**src/hw/rtl/adit_pkg.sv**
```systemverilog
package adit_pkg;

	// character codes
	localparam logic [7:0] CH_SPACE = 8'h20;
	localparam logic [7:0] CH_TAB   = 8'h09;
	localparam logic [7:0] CH_CR    = 8'h0D;
	localparam logic [7:0] CH_LF    = 8'h0A;
	localparam logic [7:0] CH_ZERO  = 8'h30;
	localparam logic [7:0] CH_NINE  = 8'h39;
	localparam logic [7:0] CH_PLUS  = 8'h2B;
	localparam logic [7:0] CH_MINUS = 8'h2D;

	// input beat kinds
	localparam logic KIND_CHAR = 1'b0;
	localparam logic KIND_END  = 1'b1;

	// result status codes
	localparam logic [1:0] ST_OK       = 2'd0;
	localparam logic [1:0] ST_INVALID  = 2'd1;
	localparam logic [1:0] ST_NO_SPACE = 2'd2;

	localparam int VALUE_W = 64;

	// classification queue depth
	localparam int Q_DEPTH = 4;
	localparam int Q_AW    = $clog2(Q_DEPTH);

	// character class as seen by the back end
	typedef enum logic [2:0] {
		CLS_WS,
		CLS_DIGIT,
		CLS_PLUS,
		CLS_MINUS,
		CLS_OTHER,
		CLS_END
	} cls_t;

	// token parse phase
	typedef enum logic [1:0] {
		PH_SKIP,
		PH_SIGN,
		PH_DIGITS
	} phase_t;

	typedef struct packed {
		cls_t       cls;
		logic [3:0] digit;
	} q_entry_t;

	// front to queue write side
	typedef struct packed {
		logic     valid;
		q_entry_t entry;
	} q_push_t;

	// queue to back read side
	typedef struct packed {
		logic     valid;
		q_entry_t entry;
	} q_head_t;

endpackage

```
**src/hw/rtl/adit_in_if.sv**
```systemverilog
interface adit_in_if;
	logic       valid;
	logic       ready;
	logic       kind;
	logic [7:0] char_byte;

	modport source (output valid, output kind, output char_byte, input ready);
	modport sink   (input valid, input kind, input char_byte, output ready);
endinterface

```
**src/hw/rtl/adit_out_if.sv**
```systemverilog
interface adit_out_if;
	logic        valid;
	logic        ready;
	logic [63:0] value;
	logic [1:0]  status;

	modport source (output valid, output value, output status, input ready);
	modport sink   (input valid, input value, input status, output ready);
endinterface

```
**src/hw/rtl/ascii_decimal_integer_tokenizer.sv**
```systemverilog
// Decimal integer tokenizer: one beat per clock carries a character byte or an
// end-of-data mark, and a beat is taken every cycle while the four-entry class
// queue has room. The front end classifies the byte (whitespace, digit, sign,
// other, end) against the signed_mode register and queues it; the back end
// consumes one queued beat per cycle, keeping the token state and the running
// acc * 10 + digit. A token result (value, status) is loaded into the output
// register when the back end takes the beat ending it from the queue head, after
// any older beats ahead of it; the back end pauses only when a new result
// meets an unaccepted one. Write signed_mode only while idle.
module ascii_decimal_integer_tokenizer (
	input  logic      clk,
	input  logic      arst_n,
	input  logic      cfg_we,
	input  logic      cfg_wdata,
	adit_in_if.sink   tok_in,
	adit_out_if.source tok_out
);
	import adit_pkg::*;

	q_push_t push;
	q_head_t head;
	logic    q_full;
	logic    pop;

	adit_front u_front (
		.clk       (clk),
		.arst_n    (arst_n),
		.cfg_we    (cfg_we),
		.cfg_wdata (cfg_wdata),
		.q_full    (q_full),
		.push      (push),
		.tok_in    (tok_in)
	);

	adit_queue u_queue (
		.clk    (clk),
		.arst_n (arst_n),
		.push   (push),
		.pop    (pop),
		.full   (q_full),
		.head   (head)
	);

	adit_back u_back (
		.clk     (clk),
		.arst_n  (arst_n),
		.head    (head),
		.pop     (pop),
		.tok_out (tok_out)
	);

endmodule

```
**src/hw/rtl/adit_front.sv**
```systemverilog
module adit_front (
	input  logic                clk,
	input  logic                arst_n,
	input  logic                cfg_we,
	input  logic                cfg_wdata,
	input  logic                q_full,
	output adit_pkg::q_push_t   push,
	adit_in_if.sink             tok_in
);
	import adit_pkg::*;

	logic signed_mode_q;
	logic is_ws;
	logic is_digit;
	cls_t cls;

	// mode register
	always_ff @(posedge clk or negedge arst_n) begin
		if (!arst_n) begin
			signed_mode_q <= 1'b1;
		end else if (cfg_we) begin
			signed_mode_q <= cfg_wdata;
		end
	end

	// classify the incoming beat
	always_comb begin
		is_ws = (tok_in.char_byte == CH_SPACE) || (tok_in.char_byte == CH_TAB) ||
			(tok_in.char_byte == CH_CR) || (tok_in.char_byte == CH_LF);
		is_digit = (tok_in.char_byte >= CH_ZERO) && (tok_in.char_byte <= CH_NINE);
		if (tok_in.kind == KIND_END) begin
			cls = CLS_END;
		end else if (is_ws) begin
			cls = CLS_WS;
		end else if (is_digit) begin
			cls = CLS_DIGIT;
		end else if (signed_mode_q && tok_in.char_byte == CH_PLUS) begin
			cls = CLS_PLUS;
		end else if (signed_mode_q && tok_in.char_byte == CH_MINUS) begin
			cls = CLS_MINUS;
		end else begin
			cls = CLS_OTHER;
		end
	end

	assign tok_in.ready      = !q_full;
	assign push.valid        = tok_in.valid && !q_full;
	assign push.entry.cls    = cls;
	// '0'..'9' carry their value in the low nibble
	assign push.entry.digit  = tok_in.char_byte[3:0];

endmodule

```
**src/hw/rtl/adit_queue.sv**
```systemverilog
module adit_queue (
	input  logic                clk,
	input  logic                arst_n,
	input  adit_pkg::q_push_t   push,
	input  logic                pop,
	output logic                full,
	output adit_pkg::q_head_t   head
);
	import adit_pkg::*;

	q_entry_t          entries_q [Q_DEPTH];
	logic [Q_AW-1:0]   wr_ptr_q;
	logic [Q_AW-1:0]   rd_ptr_q;
	logic [Q_AW:0]     count_q;
	logic              do_pop;

	assign full       = (count_q == (Q_AW+1)'(Q_DEPTH));
	assign head.valid = (count_q != '0);
	assign head.entry = entries_q[rd_ptr_q];
	assign do_pop     = pop && head.valid;

	// entry storage
	always_ff @(posedge clk) begin
		if (push.valid) begin
			entries_q[wr_ptr_q] <= push.entry;
		end
	end

	// pointers and fill count
	always_ff @(posedge clk or negedge arst_n) begin
		if (!arst_n) begin
			wr_ptr_q <= '0;
			rd_ptr_q <= '0;
			count_q  <= '0;
		end else begin
			if (push.valid) begin
				wr_ptr_q <= wr_ptr_q + 1'b1;
			end
			if (do_pop) begin
				rd_ptr_q <= rd_ptr_q + 1'b1;
			end
			if (push.valid && !do_pop) begin
				count_q <= count_q + (Q_AW+1)'(1);
			end else if (!push.valid && do_pop) begin
				count_q <= count_q - (Q_AW+1)'(1);
			end
		end
	end

endmodule

```
**src/hw/rtl/adit_back.sv**
```systemverilog
module adit_back (
	input  logic                clk,
	input  logic                arst_n,
	input  adit_pkg::q_head_t   head,
	output logic                pop,
	adit_out_if.source          tok_out
);
	import adit_pkg::*;

	phase_t                phase_q;
	phase_t                phase_d;
	logic [VALUE_W-1:0]    acc_q;
	logic [VALUE_W-1:0]    acc_d;
	logic                  neg_q;
	logic                  neg_d;
	logic                  out_valid_q;
	logic [VALUE_W-1:0]    out_value_q;
	logic [1:0]            out_status_q;
	logic                  emit;
	logic [VALUE_W-1:0]    emit_value;
	logic [1:0]            emit_status;
	logic [VALUE_W-1:0]    acc_next;
	logic [VALUE_W-1:0]    token_value;

	// acc * 10 + digit as two shifted adds
	assign acc_next    = (acc_q << 3) + (acc_q << 1) + VALUE_W'(head.entry.digit);
	assign token_value = neg_q ? (VALUE_W'(0) - acc_q) : acc_q;

	// next phase and result
	always_comb begin
		phase_d     = phase_q;
		acc_d       = acc_q;
		neg_d       = neg_q;
		emit        = 1'b0;
		emit_value  = '0;
		emit_status = ST_OK;
		case (phase_q)
			PH_SKIP: begin
				case (head.entry.cls)
					CLS_WS, CLS_END: begin
					end
					CLS_DIGIT: begin
						acc_d   = VALUE_W'(head.entry.digit);
						neg_d   = 1'b0;
						phase_d = PH_DIGITS;
					end
					CLS_PLUS, CLS_MINUS: begin
						acc_d   = '0;
						neg_d   = (head.entry.cls == CLS_MINUS);
						phase_d = PH_SIGN;
					end
					default: begin
						emit        = 1'b1;
						emit_status = ST_INVALID;
					end
				endcase
			end
			PH_SIGN: begin
				if (head.entry.cls == CLS_DIGIT) begin
					acc_d   = VALUE_W'(head.entry.digit);
					phase_d = PH_DIGITS;
				end else begin
					emit        = 1'b1;
					emit_status = ST_INVALID;
				end
			end
			PH_DIGITS: begin
				case (head.entry.cls)
					CLS_DIGIT: begin
						acc_d = acc_next;
					end
					CLS_WS, CLS_END: begin
						emit       = 1'b1;
						emit_value = token_value;
					end
					default: begin
						emit        = 1'b1;
						emit_status = ST_NO_SPACE;
					end
				endcase
			end
			default: begin
				phase_d = PH_SKIP;
			end
		endcase
		// any result closes the token
		if (emit) begin
			phase_d = PH_SKIP;
			acc_d   = '0;
			neg_d   = 1'b0;
		end
	end

	// take the head beat unless its result has nowhere to go
	assign pop = head.valid && (!emit || !out_valid_q || tok_out.ready);

	// phase register
	always_ff @(posedge clk or negedge arst_n) begin
		if (!arst_n) begin
			phase_q <= PH_SKIP;
		end else if (pop) begin
			phase_q <= phase_d;
		end
	end

	// token state
	always_ff @(posedge clk or negedge arst_n) begin
		if (!arst_n) begin
			acc_q <= '0;
			neg_q <= 1'b0;
		end else if (pop) begin
			acc_q <= acc_d;
			neg_q <= neg_d;
		end
	end

	// result register
	always_ff @(posedge clk or negedge arst_n) begin
		if (!arst_n) begin
			out_valid_q <= 1'b0;
		end else if (pop && emit) begin
			out_valid_q <= 1'b1;
		end else if (tok_out.ready) begin
			out_valid_q <= 1'b0;
		end
	end

	always_ff @(posedge clk) begin
		if (pop && emit) begin
			out_value_q  <= emit_value;
			out_status_q <= emit_status;
		end
	end

	assign tok_out.valid  = out_valid_q;
	assign tok_out.value  = out_value_q;
	assign tok_out.status = out_status_q;

endmodule

```
**src/flat_wrapper.sv**
```systemverilog
// flat-port wrapper written by rule: the top's interface ports become plain ports
module ascii_decimal_integer_tokenizer_flat import adit_pkg::*;
  (clk, arst_n, cfg_we, cfg_wdata, tok_in_valid, tok_in_kind, tok_in_char_byte, tok_in_ready, tok_out_valid, tok_out_value, tok_out_status, tok_out_ready);
  adit_in_if tok_in_i ();
  adit_out_if tok_out_i ();
  input  logic clk;
  input  logic arst_n;
  input  logic cfg_we;
  input  logic cfg_wdata;
  input wire logic [$bits(tok_in_i.valid)-1:0] tok_in_valid;
  input wire logic [$bits(tok_in_i.kind)-1:0] tok_in_kind;
  input wire logic [$bits(tok_in_i.char_byte)-1:0] tok_in_char_byte;
  output wire logic [$bits(tok_in_i.ready)-1:0] tok_in_ready;
  output wire logic [$bits(tok_out_i.valid)-1:0] tok_out_valid;
  output wire logic [$bits(tok_out_i.value)-1:0] tok_out_value;
  output wire logic [$bits(tok_out_i.status)-1:0] tok_out_status;
  input wire logic [$bits(tok_out_i.ready)-1:0] tok_out_ready;
  assign tok_in_i.valid = tok_in_valid;
  assign tok_in_i.kind = tok_in_kind;
  assign tok_in_i.char_byte = tok_in_char_byte;
  assign tok_in_ready = tok_in_i.ready;
  assign tok_out_valid = tok_out_i.valid;
  assign tok_out_value = tok_out_i.value;
  assign tok_out_status = tok_out_i.status;
  assign tok_out_i.ready = tok_out_ready;
  ascii_decimal_integer_tokenizer u_core (.clk(clk), .arst_n(arst_n), .cfg_we(cfg_we), .cfg_wdata(cfg_wdata), .tok_in(tok_in_i), .tok_out(tok_out_i));
endmodule
```
**config.mk**
```make
export PLATFORM = sky130hd
export DESIGN_NAME = ascii_decimal_integer_tokenizer_flat
export DESIGN_NICKNAME = d
export VERILOG_FILES = /design/src/hw/rtl/adit_pkg.sv /design/src/hw/rtl/adit_in_if.sv /design/src/hw/rtl/adit_out_if.sv /design/src/hw/rtl/ascii_decimal_integer_tokenizer.sv /design/src/hw/rtl/adit_front.sv /design/src/hw/rtl/adit_queue.sv /design/src/hw/rtl/adit_back.sv /design/src/flat_wrapper.sv
export SDC_FILE = /design/constraint.sdc
export NUM_CORES = 1
export LEC_CHECK = 0
export ABC_CLOCK_PERIOD_IN_PS = 7000
export CORE_UTILIZATION = 30
export DETAILED_ROUTE_END_ITERATION = 10
export DONT_BUFFER_PORTS = 1
export PLACE_DENSITY_LB_ADDON = 0.08
export SKIP_LAST_GASP = 1
export SYNTH_ARGS = -nofsm -noshare
export SYNTH_HDL_FRONTEND = slang
export SYNTH_SLANG_ARGS = --single-unit
export TNS_END_PERCENT = 20
```
**constraint.sdc**
```tcl
create_clock -name clk -period 7 [get_ports clk]
set_clock_uncertainty 0.15 [all_clocks]
set_input_delay 0 -clock clk [delete_from_list [all_inputs] [get_ports clk]]
set_output_delay 0 -clock clk [all_outputs]
set_load 0.01 [all_outputs]
```
; ---- Word-level counts from Yosys, hierarchy flattened
; Memories as Yosys holds them, arrays and structs flattened.
; Index checks and enable logic that the tools add are counted.
[totals]
regBits = 142
ramBits = 28
output_inout_bits = 68
n_memories = 1
[memory_table]
columns = name, words, width, read_ports, rd_clocked_by_memory_dff, wr, line_no
row1 = u_core.u_queue.entries_q, 4, 7, 1, 0, 1, adit_queue.sv:11  ; q_entry_t entries_q [Q_DEPTH];
[op_classes]
add_sub_neg = 7
order_cmp = 2
n_eq_ne = 17
n_mux = 31
reduce_logical = 36
[ops]
columns = op, count
row1 = two-way mux 64 bit, 4
row2 = one-hot mux 64 bit (3 select lines), 1
row3 = one-hot mux 64 bit (2 select lines), 1
row4 = adder 64 x 4 -> 64 bit, 1
row5 = adder 64 bit, 1
row6 = subtractor 1 x 64 -> 64 bit (first input constant), 1
row7 = == test 8 x 4 -> 1 bit (second input constant), 3
row8 = == test 8 x 6 -> 1 bit (second input constant), 3
row9 = two-way mux 3 bit, 7
row10 = one-hot mux 2 bit (3 select lines), 2
row11 = two-way mux 1 bit, 10
row12 = logical AND 1 bit, 9
row13 = greater-or-equal comparator 8 x 6 -> 1 bit (second input constant), 1
row14 = less-or-equal comparator 8 x 6 -> 1 bit (second input constant), 1
row15 = == test 3 x 2 -> 1 bit (second input constant), 2
row16 = == test 3 bit (second input constant), 2
row17 = two-way mux 2 bit, 3
row18 = != test 3 bit (second input constant), 2
row19 = nonzero test 2 bit, 3
row20 = nonzero test 3 bit, 2
row21 = OR reduction 2 bit, 3
row22 = logical NOT 1 bit, 5
row23 = logical OR 1 bit, 5
row24 = AND reduction 5 bit, 1
row25 = 18 further kinds, 20

; ---- Depth between registers and ports, before layout
; Gate-level depths: netlist of the first run.
; An unclocked memory read counts as a cell.
[depth]
word_depth = 13
ltp_mapped = 16
ltp_nobuf = 15

; ---- Cells and area by module
; Synthesis of the first run repeated with hierarchy kept, for this count alone.
[hier_totals]
hier_cells = 1303
hier_area_um2 = 12429.4
[modules_own_cells]
columns = module, n_inst, cells_each, area_per_inst_um2, seq_area_each_um2
row1 = adit_back, 1, 1199, 10772.8, 3683.5
row2 = adit_queue, 1, 71, 1425.1, 1016.0
row3 = adit_front, 1, 33, 231.5, 26.3

; ---- Worst setup path before layout of the first run
; OpenSTA, ideal clock, no wires.
[synth_timing]
kind = flip-flop to flip-flop
start = register u_core.u_queue.rd_ptr_q[0]
end = register u_core.u_back.out_status_q[0] (netlist: u_core.u_back.tok_out.status[0]) (enable)
arrival_time_ns = 4.853
required_ns = 6.359
slack_ns = 1.506
stages_incl_launch_ff = 9
path_cell_list = dfrtp_1 -> clkbuf_1 -> mux4_2 -> a21oi_1 -> o21ai_0 -> nand2b_1 -> o21ai_0 -> clkbuf_1 -> nor2_1
[synth_via]
elab_chain_cells = 10
[synth_rtl]
columns = element, line_no
row1 = from (decl), adit_queue.sv:13  ; logic [Q_AW-1:0] rd_ptr_q;
row2 = from (signal assigned), adit_queue.sv:40  ; rd_ptr_q <= rd_ptr_q + 1'b1;
row3 = memory read (4 x 7 bit) (*), --
row4 = "== test 3 x 2 -> 1 bit, or another cell as far along", adit_back.sv:39  ; case (head.entry.cls)
row5 = OR reduction 5 bit (no line), --
row6 = two-way mux 1 bit, adit_back.sv:39
row7 = one-hot mux 1 bit (2 select lines) (*), adit_back.sv:37  ; case (phase_q)
row8 = logical NOT 1 bit, adit_back.sv:95  ; assign pop = head.valid && (!emit || !out_valid_q || tok_out.ready);
row9 = logical OR 1 bit (2 in series), adit_back.sv:95
row10 = logical AND 1 bit, adit_back.sv:95
row11 = logical AND 1 bit (*), adit_back.sv:129  ; if (pop && emit) begin
row12 = to (signal assigned), adit_back.sv:131  ; out_status_q <= emit_status;
row13 = to (decl), adit_back.sv:18  ; logic [1:0] out_status_q;
; Mark *: on every way between the ends. The rest lies on a longest branch, timed or not.
; A chain may end at the register's enable or synchronous reset.

; ---- Worst setup path after layout of the first run
[layout_timing]
start = register u_core.u_queue.rd_ptr_q[0]
end = register u_core.u_back.acc_q[61]
[layout_via]
elab_chain_cells = 10
[layout_rtl]
columns = element, line_no
row1 = memory read (4 x 7 bit) (*), --
row2 = "parallel branches: the longest is 9 deep, another holds adder 64 x 4 -> 64 bit", --
row3 = to (signal assigned), adit_back.sv:109  ; acc_q <= '0;
row4 = to (signal assigned), adit_back.sv:112  ; acc_q <= acc_d;
row5 = to (decl), adit_back.sv:12  ; logic [VALUE_W-1:0] acc_q;
; Every way passes the cells marked *. The select of a mux whose other input is x is not followed.

==> results.md, run 1 <==
* Reg clk slew, reported paths at around 0.07 ns
* Htree depth at 4
* Clock root cell: clkbuf_16
* Share of cells above drive strength 1 at under 10%
* Final Max Slew Viols at 0
* Chip Width at slightly above 200 um
* RePlAce Congestion at between 0.8 and 0.9
* Vias in the first global route at around 9800
* RSZ-0062 raised after global routing: false
* Cells after DPL at around 1800
* Synthesized Nets at approximately 1500
* Crit start category: register
* Status: finished clean
* Crit path required time at between 7 and 8 ns
* ANT cells at 0
* PD cells at just under 300 nW/um^2
* Synth cell types at 69
* YS warnings at 0
* Top cells by area, synth: edfxtp_1, dfrtp_1, ha_1
* Final setup fails at 0
* CTS tree: built
* Number of synthesized register bits at 170
* Worst setup EP type: register
* Synth Instances at between 1000 and 1500
* Ys flop type: edfxtp_1
* First-pass GRT wire length at around 57000 um
* Initial antenna violation count at 2
* DRT iter0 DRCs at ~550
* # clock sinks at 170
* Seq. cell area at between 4000 and 5000 um^2
* Crit share post-route at between 70 and 80%
* Headroom to the max-slew limit at 34.8%
* Initial Utilization at between 30 and 40%
* Drt total wl at 35400 um
* VDD IR max at 319 uV
* Cell taking the most area after synthesis: edfxtp_1
* Vias at a little under 10000
* Die ar. at 42300 um^2
* Post-CTS setup buffer count at 0
* Final nets at roughly 1500
* # rows at 74
* Number of buffers created by CTS at 17
* Post-route setup TNS at 0 ns
* Total Routing Usage GR at 17.6%
* CTS-repair resized insts at 0
* Total core area at roughly 41000 um^2
* Yosys top cell area share at about 23%
* Worst min path class: in2reg
* Synthesized area at 12400 um^2
* Synth Area per Inst at between 9 and 10 um^2
* Synth top cells by count: nand2_1, ha_1, nor2_1, o21ai_0, edfxtp_1
* Static Leak at 6.01 nW
* Final Power at between 4 and 5 mW
* I/O pins at 83
* Post-synth EDFFs at 94
* Slew @ Worst Pin at about 0.97 ns
* Fmax at between 0.15 and 0.2 GHz
* WL/cell at between 15 and 20 um
* I/O Buffers at 0
* Pin count of the biggest net entering global routing at 76
* Final HPWL DP at about 26000 um
* Die Y at roughly 210 um
* Final min period at ~5.5 ns
* FFs w/ async S/R, synth at 44.7%
* Share of the yosys chip area belonging to registers at between 30% and 40%
* Clk Latency, worst-skew pair at roughly 0.47 ns
* Fillcell total at 4232
* Via density per instance at 5.18
* Antenna-violating nets left at 0
* Drt pass-1 iters at 5
* Final hold vios at 0
* Count leader, synth: nand2_1
* Maxcap violations at 0
* Clk buf depth at 2
* Grt total ovfl at 0
* Post-route insts no fill at 1870
* CP max FO at 9
* Drt drc at 0
* Arr. time, crit path at roughly 5.7 ns
* Area grow syn2layout at 10.8%
* Area occupied by multi-input gates at between 7000 and 8000 um^2
* Worst Path Class, Setup: reg2reg
[flip-flops by register name, indices dropped and copies added (netlist names)]
signal	flops
u_core.u_back.phase_q	2
u_core.u_back.acc_q	64
u_core.u_queue.entries_q	28
u_core.u_back.tok_out.valid	1
u_core.u_back.tok_out.status	2
u_core.u_back.tok_out.value	64
u_core.u_queue.count_q	3
u_core.u_back.neg_q	1
u_core.u_front.signed_mode_q	1
u_core.u_queue.wr_ptr_q	2
u_core.u_queue.rd_ptr_q	2
[power breakdown]
part	leakage (nW)	internal, mW	switching [mW]
clock network	0.293	0.541	0.471
logic	3.77	0.377	0.962
registers	1.94	1.49	0.268
total	6.01	2.41	1.70
[routing by layer]
layer	routed length [um]	global-route usage, %	part of all wire (%)	up-vias
met3	1060	2.83	3.0	39
met4	663	6.08	1.9	4
met1	17700	24.3	50	4619
li1	-	-	-	4861
met5	31	0	0.088	-
met2	16000	27.8	45	165
[kinds of logic (layout without fill, tap and decap cells)]
group                    count (synthesis)  count (layout)  share of synthesized area [%]
flip-flops                             170             170                           38.0
AND/OR/NAND/NOR                        437             437                           16.5
multiplexers                            11              11                           1.61
buffers and inverters                   92              89                           2.91
XOR/XNOR                               126             126                           8.87
adder cells (fa/ha/maj)                135             135                           13.8
AO/OA/AOI/OAI                          370             370                           18.4
[critical path, cell delays in order, from the launching register on]
cell and delay, ns:
dfrtp_1 0.67, mux4_2 0.59, inv_1 0.08, fa_1 0.46, inv_1 0.09, ha_1 0.24, a211oi_1 0.29, o21bai_1 0.14
a2111oi_0 0.84, o21ai_0 0.37, a32oi_1 0.38, a31oi_1 0.32, a211o_1 0.38, a31oi_1 0.17, xnor2_1 0.13, o21ai_0 0.09
[per-stage QoR]
step | utilization [%] | cell area, um^2 | hold WS (ns) | setup slack (ns)
4_1_cts | 33.8 | 13800 | 0.0367 | 1.35
5_1_grt | 33.8 | 13800 | 0.0731 | 1.01
3_5_place_dp | 31.6 | 12900 | -0.435 | 1.36
6_report | 33.8 | 13800 | 0.0744 | 1.45
3_3_place_gp | 31.6 | 12900 | -0.436 | 1.40
2_1_floorplan | - | 12400 | -0.446 | 1.51
[layout by cell type (no fill, tap or decap), types with 7 or more instances in the layout]
cell,netlist,routed
o211ai_1,8,8
nor3_1,18,18
edfxtp_1,94,94
or3_1,26,25
nor2_1,128,127
xnor2_1,39,39
o21ai_0,125,125
a21oi_1,85,85
or4_1,11,11
ha_1,132,132
and3_1,8,8
o31ai_1,30,30
nand3_1,17,16
nand4_1,18,18
xor2_1,87,87
o41ai_1,8,8
nand2_1,154,154
a31oi_1,15,15
a21o_1,34,34
nor2b_1,7,7
o21a_1,10,10
dfrtp_1,75,74
clkbuf_16,0,17
inv_1,30,30
o21bai_1,12,12
dlygate4sd3_1,0,19
nand2b_1,13,13
mux4_2,7,7
[area by class of cell]
class | count | share of cell area (%)
timing repair buffer | 27 | 2.11
clock inverter | 15 | 1.37
inverter | 30 | 0.817
multi-input combinational | 1079 | 53.5
clock buffer | 17 | 3.09
tap | 532 | 4.83
sequential | 170 | 34.3
[path summary, 6_finish.rpt]
kind / start / to / slack [ns] / cells past startpoint
worst max-delay path: u_core.u_queue.rd_ptr_q[0] / u_core.u_back.acc_q[61] / 1.45 / 15
worst min register to register: u_core.u_back.acc_q[63] / u_core.u_back.acc_q[63] / 0.36 / 2
min in group asynchronous: arst_n / u_core.u_front.signed_mode_q / 0.52 / 3
worst min-delay path: cfg_we / u_core.u_front.signed_mode_q / 0.07 / 2
worst max register to register: u_core.u_queue.rd_ptr_q[0] / u_core.u_back.acc_q[61] / 1.45 / 15
max in group asynchronous: arst_n / u_core.u_back.acc_q[31] / 5.73 / 4
[repair_timing]
action	CTS	global route
setup endpoints to repair	0	0
endpoints found under the hold margin	139	0
hold buffers	21	0
No activity file was read; power rests on OpenSTA's default activity.
==> run 2, diff against run 1 <==
--- a/config.mk
+++ b/config.mk
@@ -5,7 +5,8 @@
 export SDC_FILE = /design/constraint.sdc
 export NUM_CORES = 1
 export LEC_CHECK = 0
-export ABC_CLOCK_PERIOD_IN_PS = 7000
+export ABC_AREA = 1
+export ABC_CLOCK_PERIOD_IN_PS = 5100
 export CORE_UTILIZATION = 30
 export DETAILED_ROUTE_END_ITERATION = 10
 export DONT_BUFFER_PORTS = 1
==> constraint.sdc (replaced) <==
create_clock -name clk -period 5.1 [get_ports clk]
set_clock_uncertainty 0.15 [all_clocks]
set_input_delay 0 -clock clk [delete_from_list [all_inputs] [get_ports clk]]
set_output_delay 0 -clock clk [all_outputs]
set_load 0.01 [all_outputs]
==> run 2 against run 1 <==
Die area is 23% higher. Non-clock buffer count is 1 higher. Design area is 23% higher. Fmax is 46% higher. Largest cell class unchanged. Highest routed layer is now met4. Flip-flop and latch count stayed put. Synthesized cell count is 73% higher. Critical path depth is 3 higher. Via count is 48% higher. Clock power is 39% higher. Sequential power is 34% higher. Critical endpoint is now u_core.u_back.acc_q[62]. Hold slack better by 0.11 ns.
==> results.md, run 2 <==
* Status: finished clean
* R2R Setup Slk at approximately 1.3 ns
* Hold_ws at 0.180 ns
* Maxcap violations at 0
* Initial Utilization at 30.5%
* Final setup fails at 0
* I/O pins at 83
* Number of synthesized register bits at 170
* Crit path required time at 5.31 ns
* Post-synth EDFFs at 94
* Share of cells above drive strength 1 at under 10%
* WL/cell at 18.0 um
* # clock sinks at 170
* Synth cell types at 46
* Post-CTS setup buffer count at 0
* Vias at ~14000
* Critical path depth in cells at 18
* Worst r2r dst: u_core.u_back.acc_q[62]
* Crit start category: register
* CP max-delay cell: dfrtp_1
* CTS tree: built
* Final Max Slew Viols at 0
* Synth Area in Compound Gates at under 10%
* FFs w/ async S/R, synth at between 40 and 50%
* First-pass GRT wire length at between 80000 and 90000 um
* Final hold vios at 0
* I/O Buffers at 0
* Antenna-violating nets left at 0
* Synth Instances at roughly 2300
* Synthesized area at 15400 um^2
* Worst setup EP type: register
* Pin count of the biggest net entering global routing at 67
* Final HPWL DP at 44100 um
* VDD IR max at between 300 and 400 uV
* FF-to-FF path depth at 18
* Clk buf depth at 2
* Worst R2R Start: u_core.u_queue.rd_ptr_q[0]
* Vias in the first global route at roughly 14000
* Total core area at 50300 um^2
* Post-route setup TNS at 0 ns
* Largest delay share family, worst path: simple AND/OR/NAND/NOR gates
* # rows at 82
* Slowest Stage Delay on Critical Path at around 0.66 ns
* Share of the yosys chip area belonging to registers at approximately 30%
* Most frequent CP cell: nand2_1
* Clk Latency, worst-skew pair at roughly 0.50 ns
* Chip Width at approximately 230 um
* Synth top cells by count: nand2_1, inv_1, nor2_1, ha_1, nand3_1
* Via density per instance at ~4.7
* Total Routing Usage GR at between 20% and 30%
* Grt total ovfl at 0
* YS warnings at 0
* Crit path buffers/inverters at 2
* Worst Path Class, Setup: reg2reg
* Ys flop type: edfxtp_1
* CP max FO at 16
* Fmax at about 0.26 GHz
* Slew @ Worst Pin at approximately 1.1 ns
* DRT iter0 DRCs at 946
* Worst min path class: in2reg
* Crit path cell chain: inv_2 > o21ai_0 > o22a_1 > fa_1 > fa_1 > inv_1 > nand2_1 > nand2_1 > and2_1 > nand3_1 > nand2_1 > nand2_1 > nand2_1 > nand2_1 > nand2_1 > nand2_1 > nand2_1 > o21ai_2
* Fillcell total at between 5000 and 6000
* Count leader, synth: nand2_1
* Yosys top cell area share at 20.0%
* Htree depth at 4
* Static Leak at between 9 and 10 nW
* Reg clk slew, reported paths at approximately 0.070 ns
* RSZ-0062 raised after global routing: false
* Top cells by area, synth: nand2_1, edfxtp_1, dfrtp_1
* RePlAce Congestion at slightly above 0.9
* Initial antenna violation count at 0
* Clock root cell: clkbuf_16
* Cell taking the most area after synthesis: nand2_1
* Cts hold-fix bufs at 21
* Final nets at 2489
* XOR/XNOR Fraction of Synth Area at about 3.4%
* Arr. time, crit path at ~4.0 ns
* Die ar. at between 50000 and 60000 um^2
* Final min period at ~3.8 ns
* DP Worst Slack at 1.32 ns
* CTS-repair resized insts at 0
* Die Y at 228 um
* Commonest non-fill, non-tap cells in the layout: nand2_1, inv_1, nor2_1, ha_1, nand3_1
* Post-Synth Adder-Cell Area at between 10% and 20%
* Drt drc at 0
* Main combinational cell family by area after synthesis: simple AND/OR/NAND/NOR gates
* Area grow syn2layout at 10.2%
* Number of buffers created by CTS at 17
* Commonest non-fill, non-tap cell in the layout: nand2_1
* Final Core Density at between 30% and 40%
* CP startpoint: u_core.u_queue.rd_ptr_q[0]
* Synth Area per Inst at between 6 and 7 um^2
* Final Power at 6.13 mW
* Crit share post-route at between 70% and 80%
* ANT cells at 0
* CP Capture Point: u_core.u_back.acc_q[62]
* Synthesized Nets at ~2500
* Drt total wl at about 54000 um
* Mux share of post-synthesis cell area at 0%
* Simple-Gate Fraction of Synth Area at about 34%
* Headroom to the max-slew limit at between 20 and 30%
* PD cells at between 300 and 400 nW/um^2
* Worst setup margin at 1.31 ns
* Drt pass-1 iters at 7
run 2: changes by cell type after synthesis, sizes merged, moves of 29 or more:
cell / previous run / this run
a21o: 34 / 0
clkbuf: 55 / 13
inv: 30 / 420
nand2: 154 / 827
nand3: 17 / 108
nor2: 128 / 228
o31ai: 30 / 1
or3: 30 / 0
xor2: 87 / 32
run 2: worst min path at each step:
stage                                           endpoint                 from  depth (start not counted)  slack [ns]
final                     u_core.u_queue.entries_q[0][0]  tok_in_char_byte[0]                          1        0.18
after global routing      u_core.u_queue.entries_q[0][0]  tok_in_char_byte[0]                          1        0.18
after CTS                 u_core.u_queue.entries_q[0][0]  tok_in_char_byte[0]                          1        0.13
after detailed placement       u_core.u_queue.count_q[2]               arst_n                          0       -0.44
after global placement         u_core.u_queue.count_q[2]               arst_n                          0       -0.44
after floorplan                   u_core.u_back.acc_q[0]               arst_n                          0       -0.45
run 2: cell type report:
cell class	count	area (um^2)	share of cell area, %
clock buffer	24	503	2.97
clock inverter	8	106	0.628
inverter	422	1580	9.36
multi-input combinational	1700	8860	52.4
sequential	170	4730	27.9
tap	672	841	4.97
timing repair buffer	28	298	1.76
run 2: power by group:
part           leakage (nW)  switching (mW)  internal (mW)
Sequential             1.94           0.334           2.02
Clock                 0.299           0.610          0.792
Combinational          6.78            1.80          0.567
run 2: layer usage:
layer | track usage (%) | wire [um]
met5 | 0 | 0
met4 | 8.12 | 1670
met3 | 2.81 | 1750
met2 | 32.4 | 23000
met1 | 30.8 | 28100
run 2: metrics by stage:
stage / instances / cell area [um^2]
4_1_cts: 3024 / 16900
6_report: 3024 / 16900
2_1_floorplan: 2322 / 15400
3_3_place_gp: 2971 / 16100
3_5_place_dp: 2971 / 16100
5_1_grt: 3024 / 16900
run 2: kinds of logic after synthesis:
logic type / Yosys count
AO/OA/AOI/OAI: 240
adder cells (fa/ha/maj): 135
buffers and inverters: 452
XOR/XNOR: 60
flip-flops: 170
AND/OR/NAND/NOR: 1265
